<file path="src/hdl/ppe_pkg.sv">
`default_nettype none
package ppe_pkg;

  localparam int QW    = 32;
  localparam int LW    = 16;
  localparam int IDXW  = 6;
  localparam int RANKW = 6;
  localparam int NUMW  = 48;
  localparam int PRODW = 50;

  typedef logic signed [QW-1:0] q_t;

  typedef struct packed {
    q_t px, py, pz;
    q_t vx, vy, vz;
    q_t ax, ay, az;
    q_t sb, se;
    logic [LW-1:0] life;
    logic [LW-1:0] frame;
  } part_t;

  typedef enum logic [1:0] {
    SH_HOLD,
    SH_UP,
    SH_DOWN
  } shift_t;

  typedef struct packed {
    shift_t op;
    logic wr_en;
    logic [IDXW-1:0] wr_idx;
  } cell_ctl_t;

  localparam logic MODE_ADD  = 1'b0;
  localparam logic MODE_TICK = 1'b1;

  function automatic q_t sat_add(input q_t a, input q_t b);
    logic signed [QW:0] s;
    s = {a[QW-1], a} + {b[QW-1], b};
    if (s[QW] != s[QW-1]) begin
      return s[QW] ? {1'b1, {(QW-1){1'b0}}} : {1'b0, {(QW-1){1'b1}}};
    end
    return s[QW-1:0];
  endfunction

endpackage
`default_nettype wire

</file>
<file path="src/hdl/ppe_cell.sv">
`default_nettype none
module ppe_cell #(
  parameter int IDX = 0
) (
  input  logic              clk,
  input  ppe_pkg::cell_ctl_t ctl,
  input  ppe_pkg::part_t    wdata,
  input  ppe_pkg::part_t    up_d,
  input  ppe_pkg::part_t    down_d,
  output ppe_pkg::part_t    q
);
  import ppe_pkg::*;

  logic hit;
  assign hit = ctl.wr_en && (ctl.wr_idx == IDXW'(IDX));

  always_ff @(posedge clk) begin
    if (hit) begin
      q <= wdata;
    end else begin
      unique case (ctl.op)
        SH_HOLD: q <= q;
        SH_UP:   q <= up_d;
        SH_DOWN: q <= down_d;
        default: q <= q;
      endcase
    end
  end
endmodule
`default_nettype wire

</file>
<file path="config.mk">
export PLATFORM = sky130hd
export DESIGN_NAME = ppe_cell
export DESIGN_NICKNAME = d
export VERILOG_FILES = /design/src/hdl/ppe_pkg.sv /design/src/hdl/ppe_cell.sv
export SDC_FILE = /design/constraint.sdc
export NUM_CORES = 1
export LEC_CHECK = 0
export ABC_AREA = 1
export BUFFER_PORTS_ARGS = -buffer_cell sky130_fd_sc_hd__buf_4
export CAP_MARGIN = 20
export CORE_AREA = 2 2 606 608
export CTS_CLUSTER_SIZE = 10
export DETAILED_ROUTE_END_ITERATION = 6
export DIE_AREA = 0 0 608 610
export GPL_TIMING_DRIVEN = 1
export PLACE_DENSITY = 0.3
export REMOVE_ABC_BUFFERS = 1
export SYNTH_ARGS = -nofsm -noshare
export SYNTH_HDL_FRONTEND = slang
export SYNTH_SLANG_ARGS = --single-unit
export TNS_END_PERCENT = 100
</file>
<file path="constraint.sdc">
create_clock -name clk -period 34 [get_ports clk]
set_input_delay 3.4 -clock clk [delete_from_list [all_inputs] [get_ports clk]]
set_output_delay 3.4 -clock clk [all_outputs]
set_load 0.02 [all_outputs]
</file>
==> results.toml, run 1 <==
[outcome]
run_status = "finished, final reports clean"

[sta]
timing.fmax_mhz = 141
hold_slack_ns = 2.99
final-max-slew-violation-count = 0
worst_pin_slew_ns = 0.989
final_period_minus_worst_setup_slack_ns = 7.12
hold_viol_final = 0
max-slew-margin-rel_pct = 34.0
period_share_pct = 20.9
grt_setup_unrepaired = "false"
finalSetupTns_ns = 0
finalSetupViolCount = 0

[final_layout]
area_growth_syn_to_layout_pct = 87.5
fillers = 42600
layout_top_registers = "q (384)"
registers.top_by_ff_count = "q"
largest_reg_flops = 384
drive_above_1_share_pct = 38.1
finalNetCount = 5520

[synthesis]
ys_warn_count = 0
synth_top_cells_by_area = "edfxtp_1 53%, nand2_1 33%, nand3_1 8.8%"
synth_edf_count = 384
synthMostInstantiatedCell = "nand2_1"
avgSynthCellArea_um2 = 7.48
yosys.area_share.xor_xnor_pct = 0
fraction_of_synthesized_area_in_multiplexers_pct = 0
sequential_element_share_of_the_synthesized_area_pct = 52.7
adder_cell_fraction_of_synth_area_pct = 0
yosys.area_share.simple_pct = 42.1
compound_cell_area_share_of_the_yosys_netlist_pct = 0
syn_area_um2 = 21900
ys_dominant_reg_cell = "edfxtp_1"
synth_common_cells = "1,928 x nand2_1, 385 x nand3_1, 384 x edfxtp_1, 179 x buf_2, 14 x buf_4"
yosysUniqueCellTypes = 14
dominant_combinational_cell_family_by_area_after_synthesis = "simple AND/OR/NAND/NOR gates"
synth_largest_area_cell = "edfxtp_1"
synth.ff_latch_count = 384
yosys.area.top_type_share_pct = 52.7
postSynthCellCount = 2922
ys_async_sr_fraction_pct = 0

[job]
max_cap_viol_count = 0

[clocking]
cts-root-to-sink-buffers = 3
cts.htree.levels = 2
clk_transition_reported_paths_ns = 0.06
clock_tree_from_tritoncts = "done"
clock_sinks = 384
cell_at_the_root_of_the_clock_tree = "clkbuf_16"
postCtsHoldBufs = 0
cts_buffers = 61
cts_post_setup_buffers_inserted = 0
quantity_of_gates_resized_following_cts = 0

[place]
detailedPlacementHpwl_mm = 243
gpl.final_weighted_congestion = 0.938
io_buffer_count = 1545

[global_routing]
initial_antenna_violation_count = 284
global_route_wire_length_before_repair_mm = 341
grt_max_degree = 124
total_global_routing_overflow = 0
grt_util_all_layers_pct = 14.4
first_global_vias = 27800

[worst_setup_path]
sequence_of_cells_on_the_critical_path = "buf_4, inv_1, nand2_1, nor2_1, nand2_4, nand3_4, buf_4, buf_4, buf_4, buf_4"
crit_path_max_cell_delay_ns = 0.77
timing.critical_path.mode_cell = "buf_4"
crit_slowest_cell = "buf_4"
critical-path-top-delay-family = "buffers and inverters"
cp.required_ns = 34.34
critical_path_buf_inv_count = 6
crit_path_end_kind = "register"
worst-setup-path-type = "in -> reg"
crit_path_max_fanout = 55
critPathLaunchType = "primary input"
arrival_ns = 7.46

[floorplan]
die_area_um2 = 371000
boundaryPins = 1546
floorplan.rows = 222
chipWidth_um = 608
start_util_pct = 6.00
die_height_um = 610
core_um2 = 364000

[power_and_ir_drop]
leakage_power_nw = 19.0
pwr_density_cell_nw_per_um2 = 43.5
ir_drop_mv = 0.0397

[routing]
totalWireLength_mm = 279
firstDrtPassIters = 5
detailroute.via_count = 28000
post_drt_via_cell_ratio = 3.02
count_of_routing_violations_after_the_opening_detailed_route_iteration = 2153
detail-route-antenna-nets = 0
routed_wire_length_per_instance_um = 30.1
remaining_drc_errors = 0

[worst_hold_path]
min_path_type = "in -> reg"
final cells by class:
type | instances | area (µm²) | area share [%]
clock inverter | 40 | 568 | 1.39
clock buffer | 73 | 1570 | 3.83
timing repair buffer | 1583 | 11900 | 29.1
antenna | 31 | 77.6 | 0.189
multi-input combinational | 2319 | 9250 | 22.5
inverter | 9 | 33.8 | 0.0824
sequential | 384 | 11500 | 28.1
tap | 4816 | 6030 | 14.7
worst min-delay path, cell delays in order:
cell,delay (ns)
buf_4,0.08
nand3_1,0.06
nand2_1,0.06
cells in the final DEF (no fill, tap or decap):
cell type	n
inv_1	8
bufinv_16	14
buf_4	1578
inv_2	1
inv_6	2
nand3_1	384
clkinvlp_4	2
clkinv_1	11
nand3_4	1
clkbuf_16	61
nand2_4	1
clkinv_4	5
clkbuf_1	12
nand2_1	1927
nor2_1	2
edfxtp_1	384
nand2_8	1
clkinv_2	6
buf_12	5
nor2_4	3
diode_2	31
cell families after synthesis:
family	Yosys count
buf+inv	219
flops	384
simple gates	2319
metrics by stage:
stage               utilization [%]  cells  setup WS (ns)  area [µm²]  total power, W
global route                   11.2   9230          26.72       40900         0.00186
finish                         11.3   9255          26.88       41000         0.00179
CTS                            11.2   9224          26.82       40900         0.00184
floorplan                         -   2712           6.33       20800        0.000802
detailed placement             10.6   9111          25.90       38800         0.00110
global placement               10.6   9111          25.95       38800         0.00110
path summary, 6_finish.rpt:
check	slack (ns)	cells after the start	endpoint	startpoint
worst max-delay path	26.88	10	q[207]	ctl[3]
worst min-delay path	2.99	3	q[2]	wdata[2]
power breakdown:
group,leakage (nW),internal (W),switching (W)
sequential,3.70,0.000591,0.0000236
clock,1.03,0.000433,0.000280
combinational,14.2,0.000184,0.000274
layer usage:
metal  vias to the layer above  global-route usage, %  part of all wire [%]
met2                      1525                   25.2                    49
met5                         -                      0                  0.41
met3                       565                   7.20                    12
met4                       180                   1.80                   1.9
met1                     13400                   16.0                    38
li1                      12300                      -                     -
Power figures use the tool's default switching activity.
==> inputs of run 2 (changes only) <==
- CORE_AREA: 2 2 606 608 -> 2 2 603 605
- DIE_AREA: 0 0 608 610 -> 0 0 605 607
- clock period: 34 -> 6.45 ns (I/O delays scaled with it)
==> run 2 against run 1 <==
  * Clock-buffer cell count stayed put
  * Combinational power grew to 5.2 times the previous value
  * Hold slack worse by 2.8 ns
  * Sequential share of layout area is essentially flat
  * Wire length decreased by 0.85%
  * Total power grew to 5.1 times the previous value
  * Largest cell class unchanged
  * Largest power group unchanged
  * Highest routed layer unchanged
==> results.toml, run 2 (synthesis gave the netlist of run 1 again) <==
[routing]
routed_wire_length_per_instance_um = 29.9
count_of_routing_violations_after_the_opening_detailed_route_iteration = 1859
post_drt_via_cell_ratio = 3.00
firstDrtPassIters = 7
detail-route-antenna-nets = 0
totalWireLength_mm = 276
detailroute.via_count = 27800
remaining_drc_errors = 0

[sta]
timing.fmax_mhz = 428
worst_pin_slew_ns = 1.23
finalSetupViolCount = 0
hold_slack_ns = 0.186
hold_viol_final = 0
period_share_pct = 36.3
final_period_minus_worst_setup_slack_ns = 2.34
final-max-slew-violation-count = 0
grt_setup_unrepaired = "false"
max-slew-margin-rel_pct = 17.8

[final_layout]
area_growth_syn_to_layout_pct = 87.3
layout_top_registers = "q (384)"
mostFrequentLayoutCell = "nand2_1"
drive_above_1_share_pct = 38.0
registers.top_by_ff_count = "q"
largest_reg_flops = 384
postLayoutCellArea_um2 = 41000
fillers = 42200
finalNetCount = 5518
layout.cells.most_common_list = "1,927 x nand2_1, 1,564 x buf_4, 384 x nand3_1, 384 x edfxtp_1, 61 x clkbuf_16"

[global_routing]
global_route_wire_length_before_repair_mm = 336
first_global_vias = 27900
initial_antenna_violation_count = 297
grt_max_degree = 175
grt_util_all_layers_pct = 14.4
total_global_routing_overflow = 0

[worst_setup_path]
sequence_of_cells_on_the_critical_path = "buf_4, inv_1, nand2_1, nor2_1, nand2_4, nand3_4, buf_12"
critical-path-top-delay-family = "simple AND/OR/NAND/NOR gates"
arrival_ns = 2.67
crit_slowest_cell = "buf_12"
crit_path_end_kind = "register"
critPathLaunchType = "primary input"
crit_path_max_fanout = 121
cp.required_ns = 6.78
crit_path_max_cell_delay_ns = 0.41
worst-setup-path-type = "in -> reg"
critical_path_buf_inv_count = 3

[worst_hold_path]
worst_hold_path.num_cells = 3
min_path_type = "in -> reg"
min_from = "wdata[253]"
worst_hold_endpoint = "q[253]"

[floorplan]
start_util_pct = 6.06
floorplan.rows = 221
chipWidth_um = 605
boundaryPins = 1546
die_area_um2 = 367000
die_height_um = 607
core_um2 = 361000

[clocking]
cts_buffers = 60
cell_at_the_root_of_the_clock_tree = "clkbuf_16"
cts-root-to-sink-buffers = 3
clock_tree_from_tritoncts = "done"
quantity_of_gates_resized_following_cts = 0
postCtsHoldBufs = 0
cts_post_setup_buffers_inserted = 0
clk_transition_reported_paths_ns = 0.08
clock_sinks = 384
cts.htree.levels = 2

[power_and_ir_drop]
ir_drop_mv = 0.232
leakage_power_nw = 18.9
pwr_density_cell_nw_per_um2 = 224

[outcome]
run_status = "finished, final reports clean"

[place]
gpl.final_weighted_congestion = 0.876
io_buffer_count = 1545
dpl_cell_area_um2 = 38900
detailedPlacementHpwl_mm = 239

[job]
max_cap_viol_count = 0
[run 2: cell count changes in the layout (fill, tap and decap cells not counted)]
| cell | before | now |
|---|---|---|
| clkinv_4 | 5 | 1 |
| diode_2 | 31 | 46 |
| bufinv_16 | 14 | 7 |
| buf_12 | 5 | 18 |
| clkinvlp_4 | 2 | 7 |
| buf_4 | 1578 | 1564 |
| clkinv_2 | 6 | 7 |
| clkinv_1 | 11 | 12 |
[run 2: worst min-delay path: cells and delay by family]
| kind | cells | cell delay [ns] |
|---|---|---|
| buffers and inverters | 1 | 0.08 |
| AND/OR/NAND/NOR | 2 | 0.13 |
[run 2: layout make-up]
class	instances	area, µm²	area share [%]
repair buffers	1582	12100	29.5
clock buffers	73	1570	3.84
diodes	46	115	0.281
flip-flops and latches	384	11500	28.1
multi-input cells	2319	9250	22.6
clock inverters	36	369	0.901
well taps	4794	6000	14.6
inverters	9	33.8	0.0825
[run 2: worst max-delay path by stage]
stage	start	slack (ns)	cells after the start	to
global placement	ctl[5]	3.29	8	q[306]
finish	ctl[3]	4.11	7	q[359]
detailed placement	ctl[5]	3.31	8	q[306]
CTS	q[252]	4.13	1	q[252]
floorplan	ctl[2]	-18.46	5	q[0]
global route	ctl[8]	4.00	8	q[334]
[run 2: power by group]
| part | total, W | switching [W] | internal, W |
|---|---|---|---|
| logic | 0.00240 | 0.00142 | 0.000979 |
| clock network | 0.00352 | 0.00152 | 0.00199 |
| registers | 0.00326 | 0.000140 | 0.00312 |
| total | 0.00917 | 0.00308 | 0.00609 |
[run 2: metal layers]
layer  share of wire, %  wire [µm]  GRT usage (%)
met5               0.41       1130              0
met4                2.7       7400           2.97
met3                 11      31400           7.33
met2                 48     132000           24.6
met1                 38     104000           15.9
[run 2: per-stage QoR]
stage	total power, W	cells	setup WS, ns	setup TNS [ns]	utilization, %
floorplan	0.00423	2712	-18.46	-7824.19	-
global placement	0.00578	9088	3.29	0	10.8
detailed placement	0.00578	9088	3.31	0	10.8
CTS	0.00947	9197	4.13	0	11.3
global route	0.00961	9205	4.00	0	11.3
finish	0.00917	9243	4.11	0	11.4
