### config.mk
export PLATFORM = sky130hd
export DESIGN_NAME = ppe_div
export DESIGN_NICKNAME = d
export VERILOG_FILES = /design/src/hdl/ppe_pkg.sv /design/src/hdl/ppe_div.sv
export SDC_FILE = /design/constraint.sdc
export NUM_CORES = 1
export LEC_CHECK = 0
export BUFFER_PORTS_ARGS = -buffer_cell sky130_fd_sc_hd__buf_4
export CAP_MARGIN = 40
export CORE_MARGIN = 1.5
export CORE_UTILIZATION = 48
export CTS_BUF_LIST = sky130_fd_sc_hd__clkbuf_4 sky130_fd_sc_hd__clkbuf_8 sky130_fd_sc_hd__clkbuf_16
export DETAILED_ROUTE_END_ITERATION = 10
export GPL_ROUTABILITY_DRIVEN = 1
export PLACE_DENSITY = 0.76
export RECOVER_POWER = 50
export SYNTH_ARGS = -nofsm -noshare
export SYNTH_HDL_FRONTEND = slang
export SYNTH_SLANG_ARGS = --single-unit
### constraint.sdc
create_clock -name clk -period 4.21 [get_ports clk]
set_input_delay 0.6315 -clock clk [delete_from_list [all_inputs] [get_ports clk]]
set_output_delay 0.6315 -clock clk [all_outputs]
set_load 0.05 [all_outputs]
### src/hdl/ppe_pkg.sv
`default_nettype none
package ppe_pkg;

  localparam int QW    = 32;
  localparam int LW    = 16;
  localparam int IDXW  = 6;
  localparam int RANKW = 6;
  localparam int NUMW  = 48;
  localparam int PRODW = 50;

  typedef logic signed [QW-1:0] q_t;

  typedef struct packed {
    q_t px, py, pz;
    q_t vx, vy, vz;
    q_t ax, ay, az;
    q_t sb, se;
    logic [LW-1:0] life;
    logic [LW-1:0] frame;
  } part_t;

  typedef enum logic [1:0] {
    SH_HOLD,
    SH_UP,
    SH_DOWN
  } shift_t;

  typedef struct packed {
    shift_t op;
    logic wr_en;
    logic [IDXW-1:0] wr_idx;
  } cell_ctl_t;

  localparam logic MODE_ADD  = 1'b0;
  localparam logic MODE_TICK = 1'b1;

  function automatic q_t sat_add(input q_t a, input q_t b);
    logic signed [QW:0] s;
    s = {a[QW-1], a} + {b[QW-1], b};
    if (s[QW] != s[QW-1]) begin
      return s[QW] ? {1'b1, {(QW-1){1'b0}}} : {1'b0, {(QW-1){1'b1}}};
    end
    return s[QW-1:0];
  endfunction

endpackage
`default_nettype wire

### src/hdl/ppe_div.sv
`default_nettype none
module ppe_div (
  input  logic                          clk,
  input  logic                          rst,
  input  logic                          start,
  input  logic [ppe_pkg::NUMW-1:0]      num,
  input  logic [ppe_pkg::LW-1:0]        den,
  output logic                          done,
  output logic [ppe_pkg::NUMW-1:0]      quo
);
  import ppe_pkg::*;

  localparam int CNTW = $clog2(NUMW + 1);

  logic [LW:0]      rem;
  logic [LW-1:0]    dreg;
  logic [CNTW-1:0]  left;
  logic             busy;
  logic [LW:0]      trial;
  logic             take;

  // one quotient bit per cycle, restoring
  assign trial = {rem[LW-1:0], quo[NUMW-1]};
  assign take  = trial >= {1'b0, dreg};

  always_ff @(posedge clk) begin
    if (rst) begin
      busy <= 1'b0;
      done <= 1'b0;
      left <= '0;
    end else begin
      done <= 1'b0;
      if (start) begin
        busy <= 1'b1;
        left <= CNTW'(NUMW);
        rem  <= '0;
        dreg <= den;
        quo  <= num;
      end else if (busy) begin
        rem  <= take ? (trial - {1'b0, dreg}) : trial;
        quo  <= {quo[NUMW-2:0], take};
        left <= left - 1'b1;
        if (left == CNTW'(1)) begin
          busy <= 1'b0;
          done <= 1'b1;
        end
      end
    end
  end
endmodule
`default_nettype wire

==> impl_metrics.json, run 1 <==
{
  "nNetsFinal": 547,
  "cts-buffers-inserted": 9,
  "regToRegSetupSlack_ns": 0.81,
  "rsz0062_at_grt": "false",
  "cts_root_buffer": "clkbuf_8",
  "avgViaCountPerCell": 5.33,
  "fin_crit_sh_pct": 80.7,
  "post_cts_buffers": 0,
  "synth_edf_count": 80,
  "violations": "max-capacitance violations, max-slew violations",
  "cp-start-kind": "flop",
  "fmax_mhz": 294,
  "start_util_pct": 48.9,
  "postRouteAntennaNets": 0,
  "syn_to_final_growth_pct": 21.1,
  "status": "complete, but fails checks",
  "min-delay-path-class": "primary input to flop",
  "rr_worst_depth": 4,
  "finalNonFillerCells": 577,
  "vias": 3074,
  "insertion_delay_ns": 0.36,
  "cp_max_fo": 36,
  "hold_end": "dreg[11]",
  "finalCriticalPeriod_ns": 3.40,
  "fin_util_pct": 59.2,
  "rows": 35,
  "dp_cells": 561,
  "ys_types": 45,
  "antenna_found_initial": 0,
  "final_common_cell": "edfxtp_1",
  "gp_congestion": 0.918,
  "avgSynthCellArea_um2": 13.0,
  "ys_seq_area_share_pct": 57.3,
  "setup_violations": 0,
  "dr.first_iter.drc_count": 146,
  "grt_pass1_vias": 3196,
  "crit_arrival_ns": 3.39,
  "cp.required_ns": 4.20,
  "synth_ff_type": "edfxtp_1",
  "fin_skew_ns": 0.0172,
  "clockBufferDepth": 2,
  "busiest_layer": "met2",
  "die_w_um": 99.5,
  "tightest_slew_ns": 1.69,
  "finalHoldViolCount": 0,
  "slew_headroom_pct": -12.8,
  "antenna_cells": 0,
  "drive_above_1_share_pct": 30.5,
  "endpoint_kind": "flop",
  "cts_hold_buf": 0,
  "gr-total-overflow": 0,
  "clk_pin_slew_ns": 0.10,
  "clock_sink_count": 88,
  "seqCellArea_um2": 2560,
  "grt_pass1_wl_um": 15500,
  "grt_use_total_pct": 20.0,
  "critPathLaunch": "busy",
  "fp.coreArea_um2": 9150,
  "hpwlAfterDp_um": 6940,
  "final_cell_mix": "edfxtp_1, buf_4, clkbuf_1",
  "port_buffers": 115,
  "use_met3_pct": 7.66,
  "min_path_cells": 1,
  "fin_hold_ws_ns": 0.466,
  "syn_area_um2": 4470,
  "drv_slew": 75,
  "p_leak_nw": 2.11,
  "wl_per_cell_um": 16.4,
  "hold_start": "den[11]",
  "h-tree-depth": 3,
  "chipHeight_um": 99.5,
  "drt_pass1_iterations": 4,
  "drt_wl_total_um": 9470,
  "postCtsResizedCells": 0,
  "r2r_end": "quo[44]",
  "drcViolationCount": 0,
  "cts_tree": "yes",
  "use_met2_pct": 32.6,
  "r2r-start": "busy",
  "cap_violations": 1,
  "peakVddDrop_v": 0.000209,
  "ys_warn_count": 0,
  "dieArea_um2": 9910,
  "io_pins": 116,
  "fillCellCount": 760,
  "path_class": "flop to flop",
  "ys_ff_latch": 88,
  "grt_util_met1_pct": 25.0,
  "netlist_instances": 344,
  "fin_setup_tns_ns": 0,
  "async_flop_share_pct": 0,
  "multiInputGateArea_um2": 1750,
  "synthesis.nets": 430,
  "grt_max_degree": 75,
  "power_density_nw_per_um2": 404
}
## state kept, by name (all words and copies together) (netlist names)
signal  count
done        1
quo        48
left        6
dreg       16
rem        16
busy        1
## cell usage after synthesis (2+ instances only)
cell,instances,area share (%)
edfxtp_1,80,54
mux2_2,48,12
nor2_1,34,2.9
inv_1,23,1.9
ha_1,18,5.0
a21oi_1,13,1.5
clkbuf_1,11,0.92
nand3_1,11,1.2
nand2_1,10,0.84
xnor2_1,10,2.0
mux2i_1,9,2.0
dfxtp_1,8,3.6
nor3_1,8,0.89
xor2_1,8,1.6
nand2b_1,6,0.84
o22ai_1,4,0.56
nor2b_1,3,0.42
o21a_1,3,0.50
o21ai_0,3,0.34
a2111oi_0,2,0.39
a211oi_2,2,0.56
a21boi_0,2,0.34
a21o_1,2,0.34
a31oi_1,2,0.28
and3_1,2,0.28
nor4b_1,2,0.39
o41ai_1,2,0.39
## critical path, cell delays in order (launching register included)
cell,delay (ns)
dfxtp_1,0.48
nor2_1,0.08
nor2_1,0.57
clkbuf_1,0.99
clkbuf_2,0.87
## kinds of logic after synthesis
logic type	synth area share, %
buffers and inverters	3.66
AOI/OAI and AO/OA	7.24
muxes	14.1
DFF	57.3
xor gates and xnor gates	3.52
and+or+nand+nor	8.73
adders and majority gates	5.48
## layer usage
layer,wire length (um),vias to the layer above
li1,-,1496
met1,4060,1473
met2,4560,99
met3,761,6
met4,81,0
met5,0,-
## cell type report
class / count / share of cell area [%]
Tap cell: 111 / 2.56
Multi-Input combinational cell: 219 / 32.3
Clock buffer: 10 / 2.42
Clock inverter: 6 / 0.808
Inverter: 23 / 1.59
Sequential cell: 88 / 47.3
Timing Repair Buffer: 120 / 13.1
## power breakdown
group | total [mW] | internal, mW | switching (mW)
Combinational | 0.579 | 0.227 | 0.353
Sequential | 1.08 | 1.04 | 0.0352
Clock | 0.533 | 0.222 | 0.310
Total | 2.19 | 1.49 | 0.698
## worst max-delay path by stage
stage | slack [ns] | endpoint | cells past startpoint
after detailed placement | 1.29 | rem[9] | 9
after global placement | 1.37 | rem[8] | 9
after global routing | 0.56 | quo[5] | 4
final | 0.81 | quo[44] | 4
after floorplan | 0.83 | quo[0] | 4
after CTS | 1.26 | rem[9] | 9
## per-stage QoR
stage	setup WS, ns	instance area, um2	total power, mW
6_report	0.813	5420	2.19
4_1_cts	1.26	5650	2.24
3_5_place_dp	1.29	5480	1.71
5_1_grt	0.555	5420	2.30
3_3_place_gp	1.37	5450	1.69
2_1_floorplan	0.832	4480	1.54
Note: power is estimated with default switching activity, not from simulation.
==> run 2, diff against run 1 <==
Settings changed: CORE_UTILIZATION 48 to 50.
Clock period 4.21 ns to 3.4 ns, I/O delays scaled along.
==> impl_metrics.json, run 2 (synthesized netlist as in run 1, its figures left out) <==
{
  "die_w_um": 97.6,
  "cap_violations": 0,
  "power.share.combinational_pct": 26.0,
  "dp_cells": 558,
  "grt_use_total_pct": 20.7,
  "cp_top_family": "compound AO/OA/AOI/OAI gates",
  "r2r_end": "rem[14]",
  "fin_hold_ws_ns": 0.354,
  "rsz0062_at_grt": "false",
  "drcViolationCount": 0,
  "syn_to_final_growth_pct": 22.3,
  "pwr-share-clk_pct": 26.0,
  "wl_per_cell_um": 16.2,
  "antenna_cells": 0,
  "h-tree-depth": 3,
  "io_pins": 116,
  "chipHeight_um": 97.6,
  "p_leak_nw": 2.15,
  "cts-buffers-inserted": 9,
  "intPower_mw": 1.91,
  "slowest_delay_ns": 0.45,
  "slew_headroom_pct": 9.20,
  "status": "complete, no violations",
  "clockBufferDepth": 2,
  "fin_crit_sh_pct": 86.2,
  "cp_slowest_cell": "a31oi_2",
  "fin_skew_ns": 0.0113,
  "path_cells": "ha_1 > nand4_2 > nor3_2 > a41o_1 > a21oi_1 > a31oi_2 > buf_4 > or2b_1 > o22ai_1",
  "setup_slack_ns": 0.469,
  "cts_tree": "yes",
  "min_path_cells": 1,
  "start_util_pct": 51.6,
  "grt_max_degree": 60,
  "largest_reg_flops": 48,
  "drv_slew": 0,
  "drt_pass1_iterations": 5,
  "setup_violations": 0,
  "cts_hold_buf": 0,
  "port_buffers": 115,
  "final_cell_mix": "edfxtp_1, buf_4, mux2_2",
  "gp_congestion": 0.970,
  "vias": 3118,
  "grt_pass1_vias": 3249,
  "min-delay-path-class": "primary input to flop",
  "fmax_mhz": 341,
  "power_density_nw_per_um2": 507,
  "peakVddDrop_v": 0.000264,
  "clk_pin_slew_ns": 0.09,
  "cp-start-kind": "flop",
  "finalHoldViolCount": 0,
  "largest_register": "quo",
  "hpwlAfterDp_um": 6680,
  "p_switching_mw": 0.862,
  "cp.required_ns": 3.60,
  "avgViaCountPerCell": 5.44,
  "top_regs": "quo x48, dreg x16, rem x16",
  "regToRegSetupSlack_ns": 0.47,
  "finalNonFillerCells": 573,
  "fp.coreArea_um2": 8680,
  "dieArea_um2": 9520,
  "hold_end": "dreg[0]",
  "antenna_found_initial": 0,
  "crit_buf_inv": 1,
  "post_cts_buffers": 0,
  "endpoint_kind": "flop",
  "nNetsFinal": 547,
  "drive_above_1_share_pct": 32.3,
  "gr-total-overflow": 0,
  "pre_cts_slack_ns": 0.558,
  "rr_worst_depth": 9,
  "final_common_cell": "edfxtp_1",
  "postRouteAntennaNets": 0,
  "grt_pass1_wl_um": 15500,
  "tightest_slew_ns": 1.36,
  "p_seq_share_pct": 47.9,
  "clock_sink_count": 88,
  "insertion_delay_ns": 0.35,
  "finalCriticalPeriod_ns": 2.93,
  "postCtsResizedCells": 0,
  "cts_root_buffer": "clkbuf_8",
  "dr.first_iter.drc_count": 138,
  "fin_setup_tns_ns": 0,
  "rows": 34,
  "path_class": "flop to flop",
  "hold_start": "den[0]",
  "cp_max_fo": 14,
  "drt_wl_total_um": 9280,
  "switching_share_pct": 31.1,
  "r2r-start": "rem[9]",
  "crit_arrival_ns": 3.13
}
==> run 2: metrics by stage <==
stage	utilization, %	power, mW	instance area (um2)
global route	63.0	2.92	5470
global placement	62.7	2.08	5440
finish	63.0	2.78	5470
floorplan	-	1.91	4480
CTS	64.9	2.84	5630
detailed placement	62.7	2.10	5440
==> run 2: how the worst max path moves through the flow <==
stage,slack (ns),depth (start not counted),startpoint,to
4_1_cts,0.44,9,rem[9],rem[14]
6_report,0.47,9,rem[9],rem[14]
2_1_floorplan,0.14,4,start,quo[0]
3_5_place_dp,0.56,9,rem[9],rem[14]
5_1_grt,0.27,9,rem[8],rem[11]
3_3_place_gp,0.61,9,rem[9],rem[13]
==> run 2: layout make-up <==
type                       count  area (um2)
clock inverter                 6        70.1
inverter                      23        86.3
timing repair buffer         120         737
fill                         724        3210
multi-input combinational    219        1760
sequential                    88        2560
tap                          108         135
clock buffer                   9         124
==> run 2: power groups by stage <==
| stage | combinational (mW) | sequential (mW) | clock, mW |
|---|---|---|---|
| after global routing | 0.789 | 1.34 | 0.784 |
| after CTS | 0.754 | 1.33 | 0.751 |
| after global placement | 0.731 | 1.35 | 0 |
| after detailed placement | 0.748 | 1.36 | 0 |
| after floorplan | 0.431 | 1.48 | 0 |
| final | 0.722 | 1.33 | 0.723 |
==> run 2: layer usage <==
metal / track usage [%] / vias up / part of all wire, %
met5: 0 / - / 0
met4: 7.36 / 0 / 1.7
met3: 9.35 / 14 / 11
met2: 33.7 / 122 / 48
met1: 24.1 / 1486 / 39
li1: - / 1496 / -
==> run 2: worst register-to-register path, stage by stage, from the launching register on <==
cell,delay [ns]
edfxtp_1,0.40
ha_1,0.43
nand4_2,0.16
nor3_2,0.26
a41o_1,0.21
a21oi_1,0.06
a31oi_2,0.45
buf_4,0.33
or2b_1,0.31
o22ai_1,0.18
